File: config.mk
export PLATFORM = sky130hd
export DESIGN_NAME = multi_slot_timer_table
export DESIGN_NICKNAME = d
export VERILOG_FILES = /design/src/mstt_pkg.sv /design/src/mstt_ram.sv /design/src/mstt_div.sv /design/src/mstt_ctrl.sv /design/src/mstt_dp.sv /design/src/multi_slot_timer_table.sv
export SDC_FILE = /design/constraint.sdc
export NUM_CORES = 2
export LEC_CHECK = 0
export BUFFER_PORTS_ARGS = -buffer_cell sky130_fd_sc_hd__buf_2
export CORE_MARGIN = 3
export CORE_UTILIZATION = 55
export CTS_CLUSTER_DIAMETER = 120
export DETAILED_ROUTE_END_ITERATION = 16
export HOLD_SLACK_MARGIN = 0.02
export PLACE_DENSITY = 0.74
export SLEW_MARGIN = 10
export SYNTH_ARGS = -nofsm -noshare
export SYNTH_HDL_FRONTEND = slang
export SYNTH_HIERARCHICAL = 1
export SYNTH_SLANG_ARGS = --single-unit
File: constraint.sdc
create_clock -name clock -period 9.17 [get_ports clock]
set_input_delay 1.834 -clock clock [delete_from_list [all_inputs] [get_ports clock]]
set_output_delay 1.834 -clock clock [all_outputs]
set_load 0.005 [all_outputs]
File: src/mstt_pkg.sv
// ============================================================================
// mstt_pkg: shared types and constants of the timer slot table
// Holds the operation codes, the field widths, the controller state type and
// the command and status groups between the controller and the datapath.
// ============================================================================
package mstt_pkg;

   // Field widths of the request, response and configuration ports.
   localparam int KIND_W     = 3;
   localparam int HANDLER_W  = 16;
   localparam int INTERVAL_W = 32;
   localparam int TICK_W     = 10;

   // Reset value of the tick length register.
   localparam logic [TICK_W-1:0] TICK_RESET = 10'd1;

   // One scan reports at most this many expired slots.
   localparam int MAX_OUT   = 16;
   localparam int OUT_CNT_W = 5;

   // Operation codes carried in the kind field.
   localparam logic [KIND_W-1:0] KIND_ADD    = 3'd0;
   localparam logic [KIND_W-1:0] KIND_CHECK  = 3'd1;
   localparam logic [KIND_W-1:0] KIND_DELETE = 3'd2;
   localparam logic [KIND_W-1:0] KIND_TICK   = 3'd3;
   localparam logic [KIND_W-1:0] KIND_SCAN   = 3'd4;
   localparam logic [KIND_W-1:0] KIND_CLEAN  = 3'd5;

   // Controller states.
   typedef enum logic [2:0] {
      ST_IDLE,
      ST_ADD_RUN,
      ST_ADD_WRITE,
      ST_WALK,
      ST_FINISH
   } state_type;

   // Commands from the controller to the datapath.
   typedef struct packed {
      logic load;        // latch the request and start the divider
      logic search;      // look for the first free slot
      logic add_commit;  // write the new timer into the free slot
      logic walk;        // process one slot per cycle unless stalled
      logic clear_all;   // free every slot
      logic finish;      // load the closing response
   } cmd_type;

   // Status from the datapath to the controller.
   typedef struct packed {
      logic div_done;
      logic search_done;
      logic walk_done;
      logic out_free;
   } status_type;

endpackage

File: src/mstt_ram.sv
// ============================================================================
// mstt_ram: generic single-write, single-read RAM
// One write port and one read port with a registered read data output.
// ============================================================================
module mstt_ram #(
   parameter int WIDTH = 8,
   parameter int DEPTH = 16
) (
   input  logic                                     clock,
   input  logic                                     wr_en,
   input  logic [(DEPTH > 1 ? $clog2(DEPTH) : 1)-1:0] wr_addr,
   input  logic [WIDTH-1:0]                         wr_data,
   input  logic [(DEPTH > 1 ? $clog2(DEPTH) : 1)-1:0] rd_addr,
   output logic [WIDTH-1:0]                         rd_data
);

   logic [WIDTH-1:0] mem_ff [DEPTH];
   logic [WIDTH-1:0] rd_data_ff;

   // Write port and registered read port.
   always_ff @(posedge clock) begin
      if (wr_en) begin
         mem_ff[wr_addr] <= wr_data;
      end
      rd_data_ff <= mem_ff[rd_addr];
   end

   assign rd_data = rd_data_ff;

endmodule

File: src/mstt_div.sv
// ============================================================================
// mstt_div: iterative interval divider
// Restoring division of the interval by the tick length, one quotient bit
// per cycle.
// ============================================================================
module mstt_div
   import mstt_pkg::*;
(
   input  logic                  clock,
   input  logic                  reset,
   input  logic                  start,
   input  logic [INTERVAL_W-1:0] dividend,
   input  logic [TICK_W-1:0]     divisor,
   output logic                  done,
   output logic [INTERVAL_W-1:0] quotient
);

   localparam int ITER_W = $clog2(INTERVAL_W);

   logic                  busy_ff, busy_in;
   logic                  done_ff, done_in;
   logic [ITER_W-1:0]     iter_ff, iter_in;
   logic [INTERVAL_W-1:0] quo_ff, quo_in;
   logic [TICK_W-1:0]     rem_ff, rem_in;
   logic [TICK_W-1:0]     dvs_ff, dvs_in;
   logic [TICK_W:0]       shifted;
   logic [TICK_W:0]       diff;
   logic                  ge;

   // One restoring step: shift in the next dividend bit and try to subtract.
   always_comb begin
      shifted = {rem_ff, quo_ff[INTERVAL_W-1]};
      diff    = shifted - {1'b0, dvs_ff};
      ge      = (shifted >= {1'b0, dvs_ff});
   end

   // Next state of the iteration.
   always_comb begin
      busy_in = busy_ff;
      done_in = done_ff;
      iter_in = iter_ff;
      quo_in  = quo_ff;
      rem_in  = rem_ff;
      dvs_in  = dvs_ff;
      if (start) begin
         busy_in = 1'b1;
         done_in = 1'b0;
         iter_in = '0;
         quo_in  = dividend;
         rem_in  = '0;
         dvs_in  = divisor;
      end else if (busy_ff) begin
         quo_in  = {quo_ff[INTERVAL_W-2:0], ge};
         rem_in  = ge ? diff[TICK_W-1:0] : shifted[TICK_W-1:0];
         iter_in = iter_ff + ITER_W'(1);
         if (iter_ff == ITER_W'(INTERVAL_W - 1)) begin
            busy_in = 1'b0;
            done_in = 1'b1;
         end
      end
   end

   // Control registers take reset; the operands do not.
   always_ff @(posedge clock) begin
      if (reset) begin
         busy_ff <= 1'b0;
         done_ff <= 1'b0;
         iter_ff <= '0;
      end else begin
         busy_ff <= busy_in;
         done_ff <= done_in;
         iter_ff <= iter_in;
      end
      quo_ff <= quo_in;
      rem_ff <= rem_in;
      dvs_ff <= dvs_in;
   end

   assign done     = done_ff;
   assign quotient = quo_ff;

endmodule

File: src/mstt_ctrl.sv
// ============================================================================
// mstt_ctrl: operation sequencer
// Accepts one request at a time and steps the datapath through the divide,
// search, slot walk and response phases of the operation.
// ============================================================================
module mstt_ctrl
   import mstt_pkg::*;
(
   input  logic              clock,
   input  logic              reset,
   input  logic              req_valid,
   output logic              req_stall,
   input  logic [KIND_W-1:0] req_kind,
   input  status_type        status,
   output cmd_type           cmd
);

   state_type state_ff, state_in;

   // State register.
   always_ff @(posedge clock) begin
      if (reset) begin
         state_ff <= ST_IDLE;
      end else begin
         state_ff <= state_in;
      end
   end

   // Next state and commands.
   always_comb begin
      state_in  = state_ff;
      cmd       = '0;
      req_stall = 1'b1;
      unique case (state_ff)
         ST_IDLE: begin
            req_stall = 1'b0;
            if (req_valid) begin
               cmd.load = 1'b1;
               unique case (req_kind)
                  KIND_ADD: begin
                     state_in = ST_ADD_RUN;
                  end
                  KIND_CHECK, KIND_DELETE, KIND_TICK, KIND_SCAN: begin
                     state_in = ST_WALK;
                  end
                  KIND_CLEAN: begin
                     cmd.clear_all = 1'b1;
                     state_in      = ST_FINISH;
                  end
                  default: begin
                     state_in = ST_FINISH;
                  end
               endcase
            end
         end
         ST_ADD_RUN: begin
            cmd.search = 1'b1;
            if (status.div_done && status.search_done) begin
               state_in = ST_ADD_WRITE;
            end
         end
         ST_ADD_WRITE: begin
            cmd.add_commit = 1'b1;
            state_in       = ST_FINISH;
         end
         ST_WALK: begin
            cmd.walk = 1'b1;
            if (status.walk_done) begin
               state_in = ST_FINISH;
            end
         end
         ST_FINISH: begin
            if (status.out_free) begin
               cmd.finish = 1'b1;
               state_in   = ST_IDLE;
            end
         end
         default: begin
            state_in = ST_IDLE;
         end
      endcase
   end

endmodule

File: src/mstt_dp.sv
// ============================================================================
// mstt_dp: slot table datapath
// Holds the slot RAM, the occupied bits, the divider, the tick length
// register and the response register; walks one slot per cycle unless stalled.
// ============================================================================
module mstt_dp
   import mstt_pkg::*;
#(
   parameter int SLOTS      = 16,
   parameter int COUNT_BITS = 32
) (
   input  logic                  clock,
   input  logic                  reset,
   input  cmd_type               cmd,
   output status_type            status,
   input  logic [KIND_W-1:0]     req_kind,
   input  logic [HANDLER_W-1:0]  req_handler_id,
   input  logic [INTERVAL_W-1:0] req_interval_ms,
   input  logic                  req_once_mode,
   input  logic                  csr_wr_en,
   input  logic [TICK_W-1:0]     csr_wr_data,
   input  logic                  rsp_stall,
   output logic                  rsp_valid,
   output logic                  rsp_ok,
   output logic                  rsp_fired,
   output logic [HANDLER_W-1:0]  rsp_fired_handler,
   output logic                  rsp_last
);

   localparam int IDX_W  = (SLOTS > 1) ? $clog2(SLOTS) : 1;
   localparam int WORD_W = HANDLER_W + 2 * COUNT_BITS + 1;
   localparam logic [INTERVAL_W-1:0] COUNT_MAX =
      INTERVAL_W'((64'd1 << COUNT_BITS) - 64'd1);

   // Latched request and configuration.
   logic [KIND_W-1:0]    kind_ff;
   logic [HANDLER_W-1:0] handler_ff;
   logic                 once_ff;
   logic [TICK_W-1:0]    tick_ff;

   // Walk and search state.
   logic [SLOTS-1:0]     valid_ff, valid_in;
   logic [IDX_W-1:0]     ptr_ff, ptr_in;
   logic                 srch_done_ff, srch_done_in;
   logic                 found_ff, found_in;
   logic                 ok_ff, ok_in;
   logic                 pend_ff, pend_in;
   logic [HANDLER_W-1:0] pend_h_ff, pend_h_in;
   logic [OUT_CNT_W-1:0] out_cnt_ff, out_cnt_in;

   // Response register.
   logic                 rsp_valid_ff, rsp_valid_in;
   logic                 rsp_ok_ff, rsp_ok_in;
   logic                 rsp_fired_ff, rsp_fired_in;
   logic [HANDLER_W-1:0] rsp_handler_ff, rsp_handler_in;
   logic                 rsp_last_ff, rsp_last_in;

   // RAM ports and slot fields.
   logic                  wr_en;
   logic [WORD_W-1:0]     wr_word;
   logic [IDX_W-1:0]      rd_addr;
   logic [WORD_W-1:0]     rd_word;
   logic [HANDLER_W-1:0]  r_handler;
   logic [COUNT_BITS-1:0] r_rem;
   logic [COUNT_BITS-1:0] r_reload;
   logic                  r_once;

   // Divider connection.
   logic [TICK_W-1:0]     div_divisor;
   logic                  div_done;
   logic [INTERVAL_W-1:0] div_quo;
   logic [COUNT_BITS-1:0] add_cnt;

   // Per-slot decisions.
   logic cur_valid;
   logic last_ptr;
   logic match;
   logic fire_cand;
   logic hold;
   logic step;
   logic push_mid;
   logic out_free;
   logic is_scan;

   mstt_ram #(
      .WIDTH (WORD_W),
      .DEPTH (SLOTS)
   ) u_ram (
      .clock   (clock),
      .wr_en   (wr_en),
      .wr_addr (ptr_ff),
      .wr_data (wr_word),
      .rd_addr (rd_addr),
      .rd_data (rd_word)
   );

   // A tick length of zero divides as one.
   assign div_divisor = (tick_ff == '0) ? TICK_W'(1) : tick_ff;

   mstt_div u_div (
      .clock    (clock),
      .reset    (reset),
      .start    (cmd.load),
      .dividend (req_interval_ms),
      .divisor  (div_divisor),
      .done     (div_done),
      .quotient (div_quo)
   );

   // Counts too wide for the slot saturate.
   assign add_cnt = (div_quo > COUNT_MAX) ? COUNT_MAX[COUNT_BITS-1:0]
                                          : div_quo[COUNT_BITS-1:0];

   // Fields of the slot word on the read port.
   assign r_handler = rd_word[HANDLER_W-1:0];
   assign r_rem     = rd_word[HANDLER_W +: COUNT_BITS];
   assign r_reload  = rd_word[HANDLER_W + COUNT_BITS +: COUNT_BITS];
   assign r_once    = rd_word[WORD_W-1];

   // Decisions for the slot at the pointer. A free slot matches handler zero.
   always_comb begin
      is_scan   = (kind_ff == KIND_SCAN);
      cur_valid = valid_ff[ptr_ff];
      last_ptr  = (ptr_ff == IDX_W'(SLOTS - 1));
      match     = cur_valid ? (r_handler == handler_ff) : (handler_ff == '0);
      out_free  = !rsp_valid_ff || !rsp_stall;
      fire_cand = is_scan && cur_valid && (r_rem == '0) &&
                  (out_cnt_ff < OUT_CNT_W'(MAX_OUT));
      hold      = fire_cand && pend_ff && !out_free;
      step      = cmd.walk && !hold;
      push_mid  = step && fire_cand && pend_ff;
   end

   // Walk reads the next slot when stepping, else the current one; else slot 0.
   always_comb begin
      if (cmd.walk) begin
         rd_addr = (step && !last_ptr) ? (ptr_ff + IDX_W'(1)) : ptr_ff;
      end else begin
         rd_addr = '0;
      end
   end

   // Slot write-back.
   always_comb begin
      wr_en   = 1'b0;
      wr_word = rd_word;
      if (cmd.add_commit) begin
         wr_en   = found_ff;
         wr_word = {once_ff, add_cnt, add_cnt, handler_ff};
      end else if (step && (kind_ff == KIND_TICK) && cur_valid && (r_rem != '0)) begin
         wr_en   = 1'b1;
         wr_word = {r_once, r_reload, r_rem - COUNT_BITS'(1), r_handler};
      end else if (step && fire_cand && !r_once) begin
         wr_en   = 1'b1;
         wr_word = {r_once, r_reload, r_reload, r_handler};
      end
   end

   // Occupied bits, pointer, search and scan bookkeeping.
   always_comb begin
      valid_in     = valid_ff;
      ptr_in       = ptr_ff;
      srch_done_in = srch_done_ff;
      found_in     = found_ff;
      ok_in        = ok_ff;
      pend_in      = pend_ff;
      pend_h_in    = pend_h_ff;
      out_cnt_in   = out_cnt_ff;
      if (cmd.load) begin
         ptr_in       = '0;
         srch_done_in = 1'b0;
         found_in     = 1'b0;
         pend_in      = 1'b0;
         out_cnt_in   = '0;
         ok_in        = (req_kind == KIND_TICK) || (req_kind == KIND_SCAN) ||
                        (req_kind == KIND_CLEAN);
      end
      if (cmd.clear_all) begin
         valid_in = '0;
      end
      // First free slot search for an add.
      if (cmd.search && !srch_done_ff) begin
         if (!cur_valid) begin
            found_in     = 1'b1;
            srch_done_in = 1'b1;
         end else if (last_ptr) begin
            srch_done_in = 1'b1;
         end else begin
            ptr_in = ptr_ff + IDX_W'(1);
         end
      end
      // A handler of zero never marks a slot as occupied.
      if (cmd.add_commit) begin
         ok_in = found_ff;
         if (found_ff && (handler_ff != '0)) begin
            valid_in[ptr_ff] = 1'b1;
         end
      end
      // Slot walk for check, delete, tick and scan.
      if (step) begin
         if (!last_ptr) begin
            ptr_in = ptr_ff + IDX_W'(1);
         end
         if (((kind_ff == KIND_CHECK) || (kind_ff == KIND_DELETE)) && match) begin
            ok_in = 1'b1;
         end
         if ((kind_ff == KIND_DELETE) && cur_valid && match) begin
            valid_in[ptr_ff] = 1'b0;
         end
         if (fire_cand) begin
            pend_in    = 1'b1;
            pend_h_in  = r_handler;
            out_cnt_in = out_cnt_ff + OUT_CNT_W'(1);
            if (r_once) begin
               valid_in[ptr_ff] = 1'b0;
            end
         end
      end
   end

   // Response register: an earlier expired slot leaves when a later one
   // fires; the closing response carries the last mark.
   always_comb begin
      rsp_valid_in   = rsp_valid_ff && rsp_stall;
      rsp_ok_in      = rsp_ok_ff;
      rsp_fired_in   = rsp_fired_ff;
      rsp_handler_in = rsp_handler_ff;
      rsp_last_in    = rsp_last_ff;
      if (push_mid) begin
         rsp_valid_in   = 1'b1;
         rsp_ok_in      = 1'b1;
         rsp_fired_in   = 1'b1;
         rsp_handler_in = pend_h_ff;
         rsp_last_in    = 1'b0;
      end else if (cmd.finish) begin
         rsp_valid_in = 1'b1;
         rsp_last_in  = 1'b1;
         if (is_scan) begin
            rsp_ok_in      = 1'b1;
            rsp_fired_in   = pend_ff;
            rsp_handler_in = pend_ff ? pend_h_ff : '0;
         end else begin
            rsp_ok_in      = ok_ff;
            rsp_fired_in   = 1'b0;
            rsp_handler_in = '0;
         end
      end
   end

   // Registers.
   always_ff @(posedge clock) begin
      if (reset) begin
         tick_ff      <= TICK_RESET;
         valid_ff     <= '0;
         ptr_ff       <= '0;
         srch_done_ff <= 1'b0;
         found_ff     <= 1'b0;
         ok_ff        <= 1'b0;
         pend_ff      <= 1'b0;
         out_cnt_ff   <= '0;
         rsp_valid_ff <= 1'b0;
      end else begin
         if (csr_wr_en) begin
            tick_ff <= csr_wr_data;
         end
         valid_ff     <= valid_in;
         ptr_ff       <= ptr_in;
         srch_done_ff <= srch_done_in;
         found_ff     <= found_in;
         ok_ff        <= ok_in;
         pend_ff      <= pend_in;
         out_cnt_ff   <= out_cnt_in;
         rsp_valid_ff <= rsp_valid_in;
      end
      if (cmd.load) begin
         kind_ff    <= req_kind;
         handler_ff <= req_handler_id;
         once_ff    <= req_once_mode;
      end
      pend_h_ff      <= pend_h_in;
      rsp_ok_ff      <= rsp_ok_in;
      rsp_fired_ff   <= rsp_fired_in;
      rsp_handler_ff <= rsp_handler_in;
      rsp_last_ff    <= rsp_last_in;
   end

   // Status to the controller.
   always_comb begin
      status.div_done    = div_done;
      status.search_done = srch_done_ff;
      status.walk_done   = step && last_ptr;
      status.out_free    = out_free;
   end

   assign rsp_valid         = rsp_valid_ff;
   assign rsp_ok            = rsp_ok_ff;
   assign rsp_fired         = rsp_fired_ff;
   assign rsp_fired_handler = rsp_handler_ff;
   assign rsp_last          = rsp_last_ff;

endmodule

File: src/multi_slot_timer_table.sv
// Check, delete, tick and scan walk the slot RAM one slot per cycle unless a stalled
// result holds the walk. Add runs the divider beside the free slot search and writes
// the slot once both are done. Clean and unused kinds go straight to the response.
// A stalled result delays any kind; one transaction runs at a time.
// Synchronous reset frees every slot at once through the occupied bits; tick_ms is 1.
// ============================================================================
// multi_slot_timer_table: table of one-shot and periodic software timers
// Top level joining the operation sequencer and the slot table datapath.
// ============================================================================
module multi_slot_timer_table
   import mstt_pkg::*;
#(
   parameter int SLOTS      = 16,
   parameter int COUNT_BITS = 32
) (
   input  logic                  clock,
   input  logic                  reset,
   input  logic                  req_valid,
   output logic                  req_stall,
   input  logic [KIND_W-1:0]     req_kind,
   input  logic [HANDLER_W-1:0]  req_handler_id,
   input  logic [INTERVAL_W-1:0] req_interval_ms,
   input  logic                  req_once_mode,
   output logic                  rsp_valid,
   input  logic                  rsp_stall,
   output logic                  rsp_ok,
   output logic                  rsp_fired,
   output logic [HANDLER_W-1:0]  rsp_fired_handler,
   output logic                  rsp_last,
   input  logic                  csr_wr_en,
   input  logic [TICK_W-1:0]     csr_wr_data
);

   cmd_type    cmd;
   status_type status;

   mstt_ctrl u_ctrl (
      .clock     (clock),
      .reset     (reset),
      .req_valid (req_valid),
      .req_stall (req_stall),
      .req_kind  (req_kind),
      .status    (status),
      .cmd       (cmd)
   );

   mstt_dp #(
      .SLOTS      (SLOTS),
      .COUNT_BITS (COUNT_BITS)
   ) u_dp (
      .clock             (clock),
      .reset             (reset),
      .cmd               (cmd),
      .status            (status),
      .req_kind          (req_kind),
      .req_handler_id    (req_handler_id),
      .req_interval_ms   (req_interval_ms),
      .req_once_mode     (req_once_mode),
      .csr_wr_en         (csr_wr_en),
      .csr_wr_data       (csr_wr_data),
      .rsp_stall         (rsp_stall),
      .rsp_valid         (rsp_valid),
      .rsp_ok            (rsp_ok),
      .rsp_fired         (rsp_fired),
      .rsp_fired_handler (rsp_fired_handler),
      .rsp_last          (rsp_last)
   );

endmodule

==> impl_metrics.json <==
{
  "post-cts-setup-buffers": 0,
  "fin_setup_tns_ns": 0,
  "design.die.area_um2": 112000,
  "setup_ws_ns": 3.412,
  "grtUsageTotal": 0.2444,
  "placed_area_um2": 61640,
  "fin_nets": 3290,
  "port_buffers": 87,
  "worstPathCellList": "mux4_2 -> a22o_1 -> nor2_2 -> buf_4 -> or4_1 -> a21oi_1 -> a311oi_1 -> nor2b_4 -> buf_4 -> a22oi_1 -> nand2_1",
  "crit_path_max_incr_delay_ns": 1.06,
  "synth_edf_count": 1390,
  "clockBufferDepth": 3,
  "die_width_um": 334.7,
  "htreeDepth": 4,
  "antenna_found_initial": 1,
  "min_path_type": "reg -> reg",
  "tightestPinTransition_ns": 1.185,
  "grt_pass1_vias": 31771,
  "wl_um": 136000,
  "synthTopCellsByArea": "edfxtp_1 70%, mux4_2 12%, dfxtp_1 4.9%",
  "power.leakage_uw": 0.02120,
  "max_clock_freq_mhz": 173.7,
  "io_pins": 88,
  "rows": 119,
  "drive_gt1_frac": 0.2531,
  "max_slew_margin": 0.2097,
  "hold_buffers": 0,
  "syn_area_per_cell_um2": 19.55,
  "dp_cells": 4430,
  "status": "finished, final reports clean",
  "cp_max_fo": 50,
  "root_buffer": "clkbuf_16",
  "setup_viol_count_final": 0,
  "endpoint_kind": "register",
  "core_um2": 106300,
  "grt_pass1_wl_um": 203800,
  "gp_congestion": 0.8371,
  "start_util": 0.5591,
  "cap_violations": 0,
  "seq_area_frac_synth": 0.7508,
  "yosysTopAreaCell": "edfxtp_1",
  "period_share": 0.6279,
  "ys_types": 90,
  "stdcell_count": 4722,
  "syn2layout_area_growth_pct": 12.37,
  "die_h_um": 334.7,
  "yosysWarnings": 6,
  "clkSinkCount": 1534,
  "grt_max_degree": 136,
  "hold_ws_ns": 0.4629,
  "criticalPathCategory": "reg -> reg",
  "netlist_area_um2": 59440,
  "ys_top_cells_by_count": "1390 x edfxtp_1, 328 x mux4_2, 163 x a22oi_1",
  "async_reset_ff_frac": 0,
  "pre_cts_ws_ns": 3.064,
  "final_area_um2": 66790,
  "first_pass_iters": 6,
  "finClkSkew_ns": 0.05202,
  "ys_seq_elements": 1534,
  "cts_resized": 0,
  "power_density_nw_per_um2": 262.9,
  "finalHoldViolCount": 0,
  "numCtsBuffers": 152,
  "critPathMostFrequentCell": "buf_4",
  "startpoint_type": "register",
  "wl_per_cell_um": 28.80,
  "ant_nets": 0,
  "drt_iter0_markers": 3906,
  "dpl.hpwl_um": 73630,
  "grt_setup_unrepaired": "no",
  "arrival_ns": 6.45,
  "synth_top_flop_cell": "edfxtp_1",
  "crit_slowest_cell": "nor2b_4",
  "syn-num-nets": 3128,
  "clk_latency_ns": 0.77,
  "synth_top_area_share": 0.7023,
  "synth_cells": 3041,
  "tritoncts": "done",
  "gr-total-overflow": 0,
  "viasPerCell": 6.548,
  "required_ns": 9.86,
  "finalMaxSlewViolations": 0,
  "drc": 0,
  "diodes": 0,
  "vias": 30921,
  "ir_worst_vdd_mv": 0.1740,
  "clkTransAtPathRegs_ns": 0.06,
  "yosysMostFrequentCell": "edfxtp_1",
  "min_period_ns": 5.758
}
==> worst max-delay path, delay by kind of cell (launching register included) <==
kind | cells | cell delay (ns)
AOI/OAI and AO/OA | 4 | 1.40
buffers and inverters | 2 | 1.14
muxes | 1 | 0.61
DFF | 1 | 0.93
and+or+nand+nor | 4 | 1.57
==> cell type report <==
type | instances | area (um2)
sequential | 1534 | 44620
fill | 6988 | 39520
timing repair buffer | 175 | 1249
multi-input combinational | 1267 | 13900
clock buffer | 202 | 4167
clock inverter | 80 | 833.3
inverter | 73 | 274.0
tap | 1391 | 1740
==> power by group <==
group	switching, uW	leakage (uW)	internal [uW]
clock	2600	0.00244	3560
sequential	239	0.0137	8700
combinational	1640	0.00501	820
==> flip-flops by register name (all words and copies together) (netlist names), 4 cells and up <==
name,cells
u_dp/handler_ff,16
u_dp/out_cnt_ff,5
u_dp/pend_h_ff,16
u_dp/ptr_ff,4
u_dp/rsp_fired_handler,16
u_dp/tick_ff,10
u_dp/u_div/dvs_ff,10
u_dp/u_div/iter_ff,5
u_dp/u_div/quotient,32
u_dp/u_div/rem_ff,10
u_dp/u_ram/mem_ff,1296
u_dp/u_ram/rd_data,81
u_dp/valid_ff,16
==> stage by stage <==
stage	power, uW	utilization
floorplan	10580	-
global placement	11290	0.5793
detailed placement	11460	0.5798
CTS	17590	0.6269
global route	18150	0.6283
finish	17560	0.6283
==> path summary, 6_finish.rpt <==
path	startpoint	to	slack, ns	depth (start not counted)
worst max-delay path	u_dp/ptr_ff[0]	u_dp/u_ram/rd_data[23]	3.41	11
worst min-delay path	u_dp/rsp_fired	u_dp/rsp_fired	0.46	1
worst max register to register	u_dp/ptr_ff[0]	u_dp/u_ram/rd_data[23]	3.41	11
worst min register to register	u_dp/rsp_fired	u_dp/rsp_fired	0.46	1
==> layer usage <==
metal / vias up / share of wire / track usage
li1: 12819 / - / -
met2: 1739 / 0.50 / 0.4014
met1: 16096 / 0.38 / 0.3350
met4: 0 / 0.029 / 0.07953
met3: 267 / 0.090 / 0.04727
met5: - / 0 / 0
==> kinds of logic after synthesis <==
family / share of synthesized area
multiplexers: 0.1384
adder cells (fa/ha/maj): 0.004337
flip-flops: 0.7508
XOR/XNOR: 0.004863
AO/OA/AOI/OAI: 0.04484
AND/OR/NAND/NOR: 0.03795
buffers and inverters: 0.01888
==> cells in the final DEF (no fill, tap or decap), types with 24 or more instances in the layout <==
cell type	n
edfxtp_1	1390
mux4_2	328
a22oi_1	163
clkbuf_16	156
dfxtp_1	144
nand2_1	139
buf_2	88
buf_4	77
nor2_1	74
inv_1	70
mux2_2	61
a21oi_1	42
clkbuf_1	37
and3_1	32
clkinv_2	28
xor2_1	25
nand2b_1	24
o21ai_0	24
Power figures use the tool's default switching activity.
